### config.mk
export PLATFORM = sky130hd
export DESIGN_NAME = multi_buffer_trace_allocator
export DESIGN_NICKNAME = d
export VERILOG_FILES = /design/src/rtl/mbta_pkg.sv /design/src/rtl/multi_buffer_trace_allocator.sv
export SDC_FILE = /design/constraint.sdc
export NUM_CORES = 1
export LEC_CHECK = 0
export ABC_CLOCK_PERIOD_IN_PS = 6200
export BUFFER_PORTS_ARGS = -buffer_cell sky130_fd_sc_hd__buf_4
export CAP_MARGIN = 15
export CORE_MARGIN = 4
export CORE_UTILIZATION = 35
export DETAILED_ROUTE_END_ITERATION = 10
export PLACE_DENSITY = 0.57
export SLEW_MARGIN = 20
export SYNTH_ARGS = -nofsm -noshare
export SYNTH_HDL_FRONTEND = slang
export SYNTH_SLANG_ARGS = --single-unit
### constraint.sdc
create_clock -name clk -period 6.2 [get_ports clk]
set_input_delay 0.31 -clock clk [delete_from_list [all_inputs] [get_ports clk]]
set_output_delay 0.31 -clock clk [all_outputs]
set_load 0.05 [all_outputs]
### src/rtl/mbta_pkg.sv
// Package with the constants, types and codes of the multi-buffer trace allocator.
`timescale 1ns / 1ps

package mbta_pkg;

  localparam int BUFFER_COUNT      = 4;
  localparam int BASE_RECORD_BYTES = 16;
  localparam int WORD_BYTES        = 4;

  localparam int IDX_W   = (BUFFER_COUNT > 1) ? $clog2(BUFFER_COUNT) : 1;
  localparam int HEAD_W  = 20;
  localparam int SIZE_W  = 7;
  localparam int WORDS_W = 5;
  localparam int REL_W   = 5;
  localparam int ARGS_W  = 4;

  localparam int IN_DATA_W  = 16;
  localparam int OUT_DATA_W = 32;

  typedef logic [IDX_W-1:0]  buf_idx_t;
  typedef logic [HEAD_W-1:0] head_t;
  typedef logic [SIZE_W-1:0] size_t;

  typedef enum logic {
    OP_ALLOC   = 1'b0,
    OP_RELEASE = 1'b1
  } op_t;

  typedef enum logic {
    ST_IDLE = 1'b0,
    ST_CALC = 1'b1
  } state_t;

endpackage

### src/rtl/multi_buffer_trace_allocator.sv
// Top level of the multi-buffer trace allocator: head memory, buffer rotation and result register.
`timescale 1ns / 1ps

// A beat is accepted and the fill head of the active buffer is read from a single-port head
// memory into a register; then, once the output register is free, the record is placed, the
// head is written back and the result is loaded into the output register. A new beat is
// taken while a finished result still waits on the output.
// An allocation that does not fit rotates to the next buffer, in ascending order with wrap,
// whose empty mark is set; if there is none, every later allocation fails until reset.
module multi_buffer_trace_allocator (
  input  logic        clk,
  input  logic        rst_n,
  input  logic        cfg_valid,
  output logic        cfg_ready,
  input  logic [19:0] cfg_data,      // buffer_bytes
  input  logic        in_tvalid,
  output logic        in_tready,
  input  logic [15:0] in_tdata,      // arg_count[3:0], release_index[8:4], zero fill
  input  logic        in_tuser,      // op
  output logic        out_tvalid,
  input  logic        out_tready,
  output logic [31:0] out_tdata,     // buffer_index[4:0], byte_offset[24:5],
                                     // record_words[29:25], switched[30], zero fill
  output logic        out_tuser      // granted
);
  import mbta_pkg::*;

  state_t state_r, state_nxt;

  logic [HEAD_W-1:0] buffer_bytes_r;
  buf_idx_t          active_index_r, active_index_nxt;
  logic              active_valid_r, active_valid_nxt;
  logic [BUFFER_COUNT-1:0] empty_marks_r, empty_marks_nxt;
  logic [BUFFER_COUNT-1:0] head_valid_r;

  head_t head_mem [BUFFER_COUNT];
  head_t rd_data_r;
  logic  rd_valid_r;

  logic              op_r;
  logic [ARGS_W-1:0] nargs_r;
  logic [REL_W-1:0]  rel_r;

  logic        out_valid_r;
  logic        out_granted_r;
  logic [4:0]  out_index_r;
  head_t       out_offset_r;
  logic [WORDS_W-1:0] out_words_r;
  logic        out_switched_r;

  logic        in_fire;
  logic        out_free;
  logic        calc_done;

  size_t       size_bytes;
  head_t       head;
  logic [HEAD_W:0] sum_head;
  logic        fits;
  logic        found;
  buf_idx_t    cand;
  logic [IDX_W:0] probe;

  logic        wr_en;
  buf_idx_t    wr_addr;
  head_t       wr_data;

  logic        res_granted;
  buf_idx_t    res_index;
  head_t       res_offset;
  logic        res_switched;

  assign cfg_ready = 1'b1;
  assign in_fire   = in_tvalid && in_tready;
  assign out_free  = !out_valid_r || out_tready;

  always_comb begin
    state_nxt = state_r;
    case (state_r)
      ST_IDLE: if (in_fire) state_nxt = ST_CALC;
      ST_CALC: if (out_free) state_nxt = ST_IDLE;
      default: state_nxt = ST_IDLE;
    endcase
  end

  always_comb begin
    in_tready = 1'b0;
    calc_done = 1'b0;
    case (state_r)
      ST_IDLE: in_tready = 1'b1;
      ST_CALC: calc_done = out_free;
      default: ;
    endcase
  end

  always_comb begin
    size_bytes = size_t'(BASE_RECORD_BYTES - WORD_BYTES) + size_t'({nargs_r, 2'b00});
    head       = rd_valid_r ? rd_data_r : '0;
    sum_head   = {1'b0, head} + (HEAD_W+1)'(size_bytes);
    fits       = sum_head < {1'b0, buffer_bytes_r};

    found = 1'b0;
    cand  = active_index_r;
    for (int k = 1; k <= BUFFER_COUNT; k++) begin
      probe = (IDX_W+1)'(active_index_r) + (IDX_W+1)'(k);
      if (probe >= (IDX_W+1)'(BUFFER_COUNT)) probe = probe - (IDX_W+1)'(BUFFER_COUNT);
      if (!found && empty_marks_r[probe[IDX_W-1:0]]) begin
        found = 1'b1;
        cand  = probe[IDX_W-1:0];
      end
    end

    active_index_nxt = active_index_r;
    active_valid_nxt = active_valid_r;
    empty_marks_nxt  = empty_marks_r;
    wr_en        = 1'b0;
    wr_addr      = active_index_r;
    wr_data      = sum_head[HEAD_W-1:0];
    res_granted  = 1'b0;
    res_index    = '0;
    res_offset   = '0;
    res_switched = 1'b0;

    if (op_r == OP_RELEASE) begin
      if ({1'b0, rel_r} < (REL_W+1)'(BUFFER_COUNT)) begin
        empty_marks_nxt[rel_r[IDX_W-1:0]] = 1'b1;
      end
    end else if (active_valid_r) begin
      if (fits) begin
        wr_en       = 1'b1;
        res_granted = 1'b1;
        res_index   = active_index_r;
        res_offset  = head;
      end else if (found) begin
        active_index_nxt      = cand;
        empty_marks_nxt[cand] = 1'b0;
        wr_en        = 1'b1;
        wr_addr      = cand;
        wr_data      = head_t'(size_bytes);
        res_granted  = 1'b1;
        res_index    = cand;
        res_switched = 1'b1;
      end else begin
        active_valid_nxt = 1'b0;
      end
    end
  end

  // Head memory: read on acceptance, written back when the beat completes.
  always_ff @(posedge clk) begin
    if (in_fire) begin
      rd_data_r <= head_mem[active_index_r];
    end
    if (calc_done && wr_en) begin
      head_mem[wr_addr] <= wr_data;
    end
  end

  always_ff @(posedge clk) begin
    if (!rst_n) begin
      state_r        <= ST_IDLE;
      buffer_bytes_r <= 20'd4096;
      active_index_r <= '0;
      active_valid_r <= 1'b1;
      empty_marks_r  <= {{(BUFFER_COUNT-1){1'b1}}, 1'b0};
      head_valid_r   <= '0;
      rd_valid_r     <= 1'b0;
      out_valid_r    <= 1'b0;
    end else begin
      state_r <= state_nxt;
      if (cfg_valid && cfg_ready) begin
        buffer_bytes_r <= cfg_data;
      end
      if (in_fire) begin
        rd_valid_r <= head_valid_r[active_index_r];
      end
      if (calc_done) begin
        active_index_r <= active_index_nxt;
        active_valid_r <= active_valid_nxt;
        empty_marks_r  <= empty_marks_nxt;
        if (wr_en) begin
          head_valid_r[wr_addr] <= 1'b1;
        end
        out_valid_r <= 1'b1;
      end else if (out_tready) begin
        out_valid_r <= 1'b0;
      end
    end
  end

  always_ff @(posedge clk) begin
    if (in_fire) begin
      op_r    <= in_tuser;
      nargs_r <= in_tdata[3:0];
      rel_r   <= in_tdata[8:4];
    end
    if (calc_done) begin
      out_granted_r  <= res_granted;
      out_index_r    <= 5'(res_index);
      out_offset_r   <= res_offset;
      out_words_r    <= res_granted ? WORDS_W'(size_bytes >> 2) : '0;
      out_switched_r <= res_switched;
    end
  end

  assign out_tvalid = out_valid_r;
  assign out_tuser  = out_granted_r;
  assign out_tdata  = {1'b0, out_switched_r, out_words_r, out_offset_r, out_index_r};

endmodule

After elaboration in Yosys (flattened, before gate mapping)

Memory sizes are Yosys's and may differ from the RTL's. A register that Yosys moved wholly into a read port is not among the register bits.
Cells that the tools add are included.

Register bits: 73
Output and inout bits: 36
Memories: 1
Memory bits (writable): 80
Input bits: 42
Logic and storage cells: 133

Muxes and demuxes: 57
Add/sub/neg operators: 10
Magnitude comparators: 17
Reductions and logical operators: 22
Equal/unequal tests: 2
Bitwise operators: 8

Memories:

| name     | words | bits a word | read ports | clocked after memory_dff | wr ports | RTL line                           | RTL |
|---|---|---|---|---|---|---|---|
| head_mem | 4     | 20          | 1          | 1                        | 1        | multi_buffer_trace_allocator.sv:36 | `head_t head_mem [BUFFER_COUNT];` |

Operators with widths:

| kind                                                 | number |
|---|---|
| two-way mux 20 bit                                   | 5 |
| two-way mux 2 bit                                    | 14 |
| < comparator 2 x 3 -> 1 bit (second input constant)  | 8 |
| two-way mux 1 bit                                    | 24 |
| adder 20 x 7 -> 21 bit                               | 1 |
| < comparator 21 x 20 -> 1 bit                        | 1 |
| two-way mux 4 bit                                    | 5 |
| >= comparator 3 bit (second input constant)          | 4 |
| binary-select mux 1 bit (select 2 bit)               | 5 |
| logical AND 1 bit                                    | 8 |
| OR 4 bit                                             | 2 |
| subtractor 2 x 1 -> 2 bit (second input constant)    | 4 |
| adder 4 x 6 -> 7 bit (first input constant)          | 1 |
| adder 2 x 2 -> 3 bit (second input constant)         | 2 |
| demux 1 bit (select 2 bit)                           | 3 |
| >= comparator 2 x 1 -> 1 bit (second input constant) | 3 |
| nonzero test 2 bit                                   | 3 |
| OR reduction 3 bit                                   | 2 |
| < comparator 5 x 3 -> 1 bit (second input constant)  | 1 |
| AND reduction 5 bit                                  | 1 |
| bitwise AND 4 bit                                    | 1 |
| logical NOT 1 bit                                    | 4 |
| inverter 1 bit                                       | 4 |
| inverter 4 bit                                       | 1 |
| 8 further kinds                                      | 9 |

Logic depth before layout (Yosys ltp)

Depth in word-level cells: 25
Depth in mapped cells: 22

Worst setup path after synthesis

Ideal clock, no wire load.

Kind: reg-to-reg
From: register nargs_r[0]
To: memory head_mem[0][0] (netlist name), enable pin
Data required time: 5.805 ns
Slack: 0.818 ns
Data arrival time: 4.987 ns
Cell stages (with the launch flop): 22
Buffers on the path: 1
Cell sequence: edfxtp_1 inv_1 ha_1 xor2_1 inv_1 ha_1 a21oi_1 o21bai_1 a21o_1 and3_1 nand3_1 xor2_1 nor2b_1 ha_1 nand3_1 nor4_1 o211ai_1 a21oi_1 o21a_1 buf_4 mux2_2 nor3_2

Word-level cells in the longest chain between the ends: 9

RTL lines:

| item                                    | RTL line                            | RTL |
|---|---|---|
| start: declaration                      | multi_buffer_trace_allocator.sv:41  | `logic [ARGS_W-1:0] nargs_r;` |
| start signal: assignment                | multi_buffer_trace_allocator.sv:193 | `nargs_r <= in_tdata[3:0];` |
| adder 4 x 6 -> 7 bit *                  | multi_buffer_trace_allocator.sv:96  | `size_bytes = size_t'(BASE_RECORD_BYTES - WORD_BYTES) + size_t'({nargs_r, 2'b00});` |
| net size_bytes[2]                       | multi_buffer_trace_allocator.sv:55  | `size_t size_bytes;` |
| adder 20 x 7 -> 21 bit *                | multi_buffer_trace_allocator.sv:98  | `sum_head = {1'b0, head} + (HEAD_W+1)'(size_bytes);` |
| < comparator 21 x 20 -> 1 bit *         | multi_buffer_trace_allocator.sv:99  | `fits = sum_head < {1'b0, buffer_bytes_r};` |
| two-way mux 1 bit                       | multi_buffer_trace_allocator.sv:128 | `if (fits) begin` |
| two-way mux 1 bit                       | multi_buffer_trace_allocator.sv:127 | `end else if (active_valid_r) begin` |
| two-way mux 1 bit                       | multi_buffer_trace_allocator.sv:123 | `if (op_r == OP_RELEASE) begin` |
| logical AND 1 bit                       | multi_buffer_trace_allocator.sv:153 | `if (calc_done && wr_en) begin` |
| two-way mux 1 bit                       | multi_buffer_trace_allocator.sv:153 |  |
| two-way mux 1 bit (not written as such) | multi_buffer_trace_allocator.sv:154 | `head_mem[wr_addr] <= wr_data;` |
| end: declaration                        | multi_buffer_trace_allocator.sv:36  |  |

Mark *: on every way through the listed nets, which the timed path passes. The rest lies on a longest branch.

Worst setup path in the final report

From: register nargs_r[0]
To: memory head_mem[0][8] (netlist name), enable pin

The elaborated chain is that of the path after synthesis.

==> summary.md <==
| Metric | Value |
|---|---|
| Worst hold path class | `in2reg` |
| DRT iter0 DRCs | `312` |
| Psw | `0.000645 W` |
| Switching fraction of total power | `24.4%` |
| Worst Setup SP | `nargs_r[0]` |
| Worst r2r src | `nargs_r[0]` |
| Clock transition at path regs | `0.07 ns` |
| Sequential cell area fraction in the yosys report | `64.4%` |
| Post-synth ARST share | `0%` |
| Final WS setup | `0.425 ns` |
| Clk Latency, worst-skew pair | `0.43 ns` |
| Gates resized, CTS repair | `0` |
| Final hold vios | `0` |
| Final ANT Viol Nets | `0` |
| # hold bufs at CTS | `0` |
| CTS buffer count | `17` |
| Synth top area cells | `edfxtp_1 55%, dfxtp_1 9.0%, mux4_2 6.3%` |
| Most frequently used flop master after synthesis | `edfxtp_1` |
| TritonRoute pass-1 iters | `4` |
| Peak VDD IR | `0.180 mV` |
| Metal3 WL | `568 um` |
| Final Util | `42.5%` |
| Clock Tree Root | `clkbuf_16` |
| Area leader, netlist | `edfxtp_1` |
| Mapped Area | `7540 um2` |
| Core area | `21100 um2` |
| Mapped Cells | `538` |
| P_leak | `3.37 nW` |
| H-tree Lvls | `4` |
| CTS tree | `done` |
| Worst hold endpoint | `nargs_r[0]` |
| Vias per Instance | `4.84` |
| Uppermost layer routed | `met4` |
| PwrDens | `294 nW/um2` |
| Finished Layout Cells | `899` |
| Worst-Margin Slew | `0.762 ns` |
| N_diodes | `0` |
| Global-route wire length before repair | `25000 um` |
| Clock network fraction of design power | `40.9%` |
| Final wirelength | `15600 um` |
| CP max stage delay | `0.51 ns` |
| R2R cell count | `21` |
| Synth top cells by count | `139 x edfxtp_1, 46 x nor2_1, 34 x dfxtp_1, 34 x inv_1, 25 x ha_1` |
| Post-CTS Setup Inserts | `0` |
| Fmax | `0.173 GHz` |
| Maximum clock insertion buffer count | `2` |
| Critical path type | `reg2reg` |
| Initial antenna violation count | `0` |
| Most common cell in the synthesized netlist | `edfxtp_1` |
| Die Width | `155 um` |
| Fillcell total | `1935` |
| Post-Place Cells | `867` |
| Pin count of the biggest net entering global routing | `32` |
| Number of buffers added on ports | `65` |
| Max Slew Vio Count | `0` |
| Final Setup Violations | `0` |
| Total congestion overflow | `0` |
| Initial Utilization | `35.8%` |
| Largest fanout on the critical path | `21` |
| # IOs | `78` |
| Final Cycle Share | `93.1%` |
| Met2 wire len | `7830 um` |
| Outcome | `finished, final reports clean` |
| Total of max-cap violations | `0` |
| Crit. End Element | `flop` |
| Layout area overhead | `18.7%` |
| Most frequent CP cell | `ha_1` |
| RSZ-0062 raised after global routing | `false` |
| Post-route clock skew | `0.0115 ns` |
| HPWL after DPL | `11000 um` |
| CP cell instances | `inv_1, ha_1, xor2_1, inv_1, ha_1, a21oi_1, o21bai_1, a21o_1, and3_1, nand3_1, xor2_1, nor2b_1, ha_1, nand3_1, nor4_1, o211ai_1, a21oi_1, o21a_1, mux2_2, nor3_2, buf_4` |
| Row count | `53` |
| Seq pwr share | `50.1%` |
| Fin Setup TNS | `0 ns` |
| Critical path's slowest cell | `nor4_1` |
| Critical Path RT | `6.30 ns` |
| Pre-CTS WS | `0.358 ns` |
| Post-synth EDFFs | `139` |
| NumNets Final | `679` |
| Top-area cell type share of the netlist area | `55.3%` |
| Critical path buffer and inverter count | `3` |
| Pint | `0.00199 W` |
| Worst Min Path Start | `in_tdata[0]` |
| Worst reg-to-reg setup slack | `0.43 ns` |
| Critical path launch point type | `flop` |
| Cell variety after synth | `47` |
| Syn. warnings | `0` |
| Share of post-route cells with drive strength above 1 | `22.9%` |
| Flops & latches, synth | `173` |
| FF+latch area | `4850 um2` |
| Vias | `4353` |
| Footprint of the multi-input gates | `2440 um2` |
| CTS sink cnt | `173` |
| Hold Path Depth | `1` |
| Min Tclk post-route | `5.77 ns` |
| Final GP Congestion | `0.764` |
| Crit-path leading delay family | `compound AO/OA/AOI/OAI gates` |
| Vias in the first global route | `4620` |
| Critical path arrival | `5.87 ns` |
| Synth Area per Inst | `14.0 um2` |
| Slew headroom | `48.9%` |
| Worst r2r dst | `head_mem[0][8]` |
| Comb pwr share | `9.0%` |
| WL/cell | `17.3 um` |
| Die ar. | `24000 um2` |
| WL met1 | `7000 um` |
| Residual DRC | `0` |
| Die height | `155 um` |
| GR Util All Layers | `13.5%` |
[worst register-to-register path, cell delays in order, from the launching register on]
cell      delay [ns]
edfxtp_1        0.40
inv_1           0.13
ha_1            0.21
xor2_1          0.24
inv_1           0.07
ha_1            0.33
a21oi_1         0.23
o21bai_1        0.11
a21o_1          0.22
and3_1          0.19
nand3_1         0.09
xor2_1          0.23
nor2b_1         0.08
ha_1            0.32
nand3_1         0.15
nor4_1          0.51
o211ai_1        0.16
a21oi_1         0.51
o21a_1          0.34
mux2_2          0.40
nor3_2          0.17
buf_4           0.34
[per-layer routing]
metal | GRT usage (%) | vias to the layer above
met3 | 2.32 | 12
met2 | 22.6 | 92
met5 | 0 | -
met1 | 18.0 | 2134
li1 | - | 2115
met4 | 4.29 | 0
[stage by stage]
step	cell area [um2]	hold WS (ns)	power, W
2_1_floorplan	7550	0.409	0.00151
3_3_place_gp	8350	0.442	0.00158
3_5_place_dp	8350	0.456	0.00159
4_1_cts	8960	0.0410	0.00267
5_1_grt	8960	0.0410	0.00275
6_report	8960	0.0604	0.00264
[power groups by stage]
stage	Combinational [W]	Sequential, W	Clock (W)
4_1_cts	0.000240	0.00132	0.00111
6_report	0.000237	0.00132	0.00108
2_1_floorplan	0.000126	0.00138	0
3_5_place_dp	0.000240	0.00135	0
5_1_grt	0.000261	0.00133	0.00116
3_3_place_gp	0.000233	0.00135	0
[worst max-delay path by stage]
stage                            to  slack [ns]  cells past startpoint
floorplan            head_mem[0][0]        0.82                     21
global placement     head_mem[2][5]        0.53                     20
detailed placement   head_mem[0][3]        0.36                     21
CTS                 head_mem[2][10]        0.35                     21
global route        head_mem[0][10]        0.08                     21
finish               head_mem[0][8]        0.43                     21
[logic make-up after synthesis]
family	share of synthesized area, %
xor gates and xnor gates	2.09
adders and majority gates	4.41
buffers and inverters	3.45
muxes	10.2
and+or+nand+nor	11.0
other	0.0996
AOI/OAI and AO/OA	4.36
DFF	64.4
[sequential cells by signal, indices dropped and copies added, names as in the netlist]
register,flops
active_index_r,2
active_valid_r,1
buffer_bytes_r,20
empty_marks_r,4
head_mem,80
head_valid_r,4
nargs_r,4
op_r,1
out_index_r,2
out_offset_r,20
out_switched_r,1
out_tuser,1
out_tvalid,1
out_words_r,5
rd_data_r,20
rd_valid_r,1
rel_r,5
state_r,1
[cell type report]
type                       instances  share of cell area (%)
tap                              275                    3.84
timing repair buffer              77                    6.45
multi-input combinational        307                    27.3
clock buffer                      17                    4.75
sequential                       173                    54.2
clock inverter                    15                    2.01
inverter                          35                    1.47
[cell usage in the layout, fill, tap and decap left out, types with 3 or more instances in the layout]
| cell type | netlist | final |
|---|---|---|
| ha_1 | 25 | 25 |
| and2_1 | 18 | 18 |
| inv_6 | 0 | 4 |
| nand2b_1 | 3 | 3 |
| inv_1 | 34 | 34 |
| nand2_1 | 24 | 24 |
| o21a_1 | 7 | 7 |
| a21o_1 | 3 | 3 |
| nor3_1 | 4 | 4 |
| o211ai_1 | 3 | 3 |
| a21oi_1 | 16 | 16 |
| nor4_1 | 6 | 6 |
| edfxtp_1 | 139 | 139 |
| mux2i_1 | 24 | 24 |
| dfxtp_1 | 34 | 34 |
| mux4_2 | 21 | 21 |
| conb_1 | 2 | 5 |
| clkbuf_16 | 0 | 17 |
| nor3b_1 | 4 | 4 |
| nand3_1 | 8 | 8 |
| mux2_2 | 4 | 4 |
| xor2_1 | 6 | 6 |
| xnor2_1 | 12 | 12 |
| nand4_1 | 3 | 3 |
| nor3_2 | 6 | 6 |
| o21ai_0 | 8 | 8 |
| and3_1 | 17 | 17 |
| nor2_1 | 46 | 46 |
| buf_4 | 7 | 77 |
| nor2b_1 | 14 | 13 |
| inv_8 | 0 | 3 |
Power figures use the tool's default switching activity.
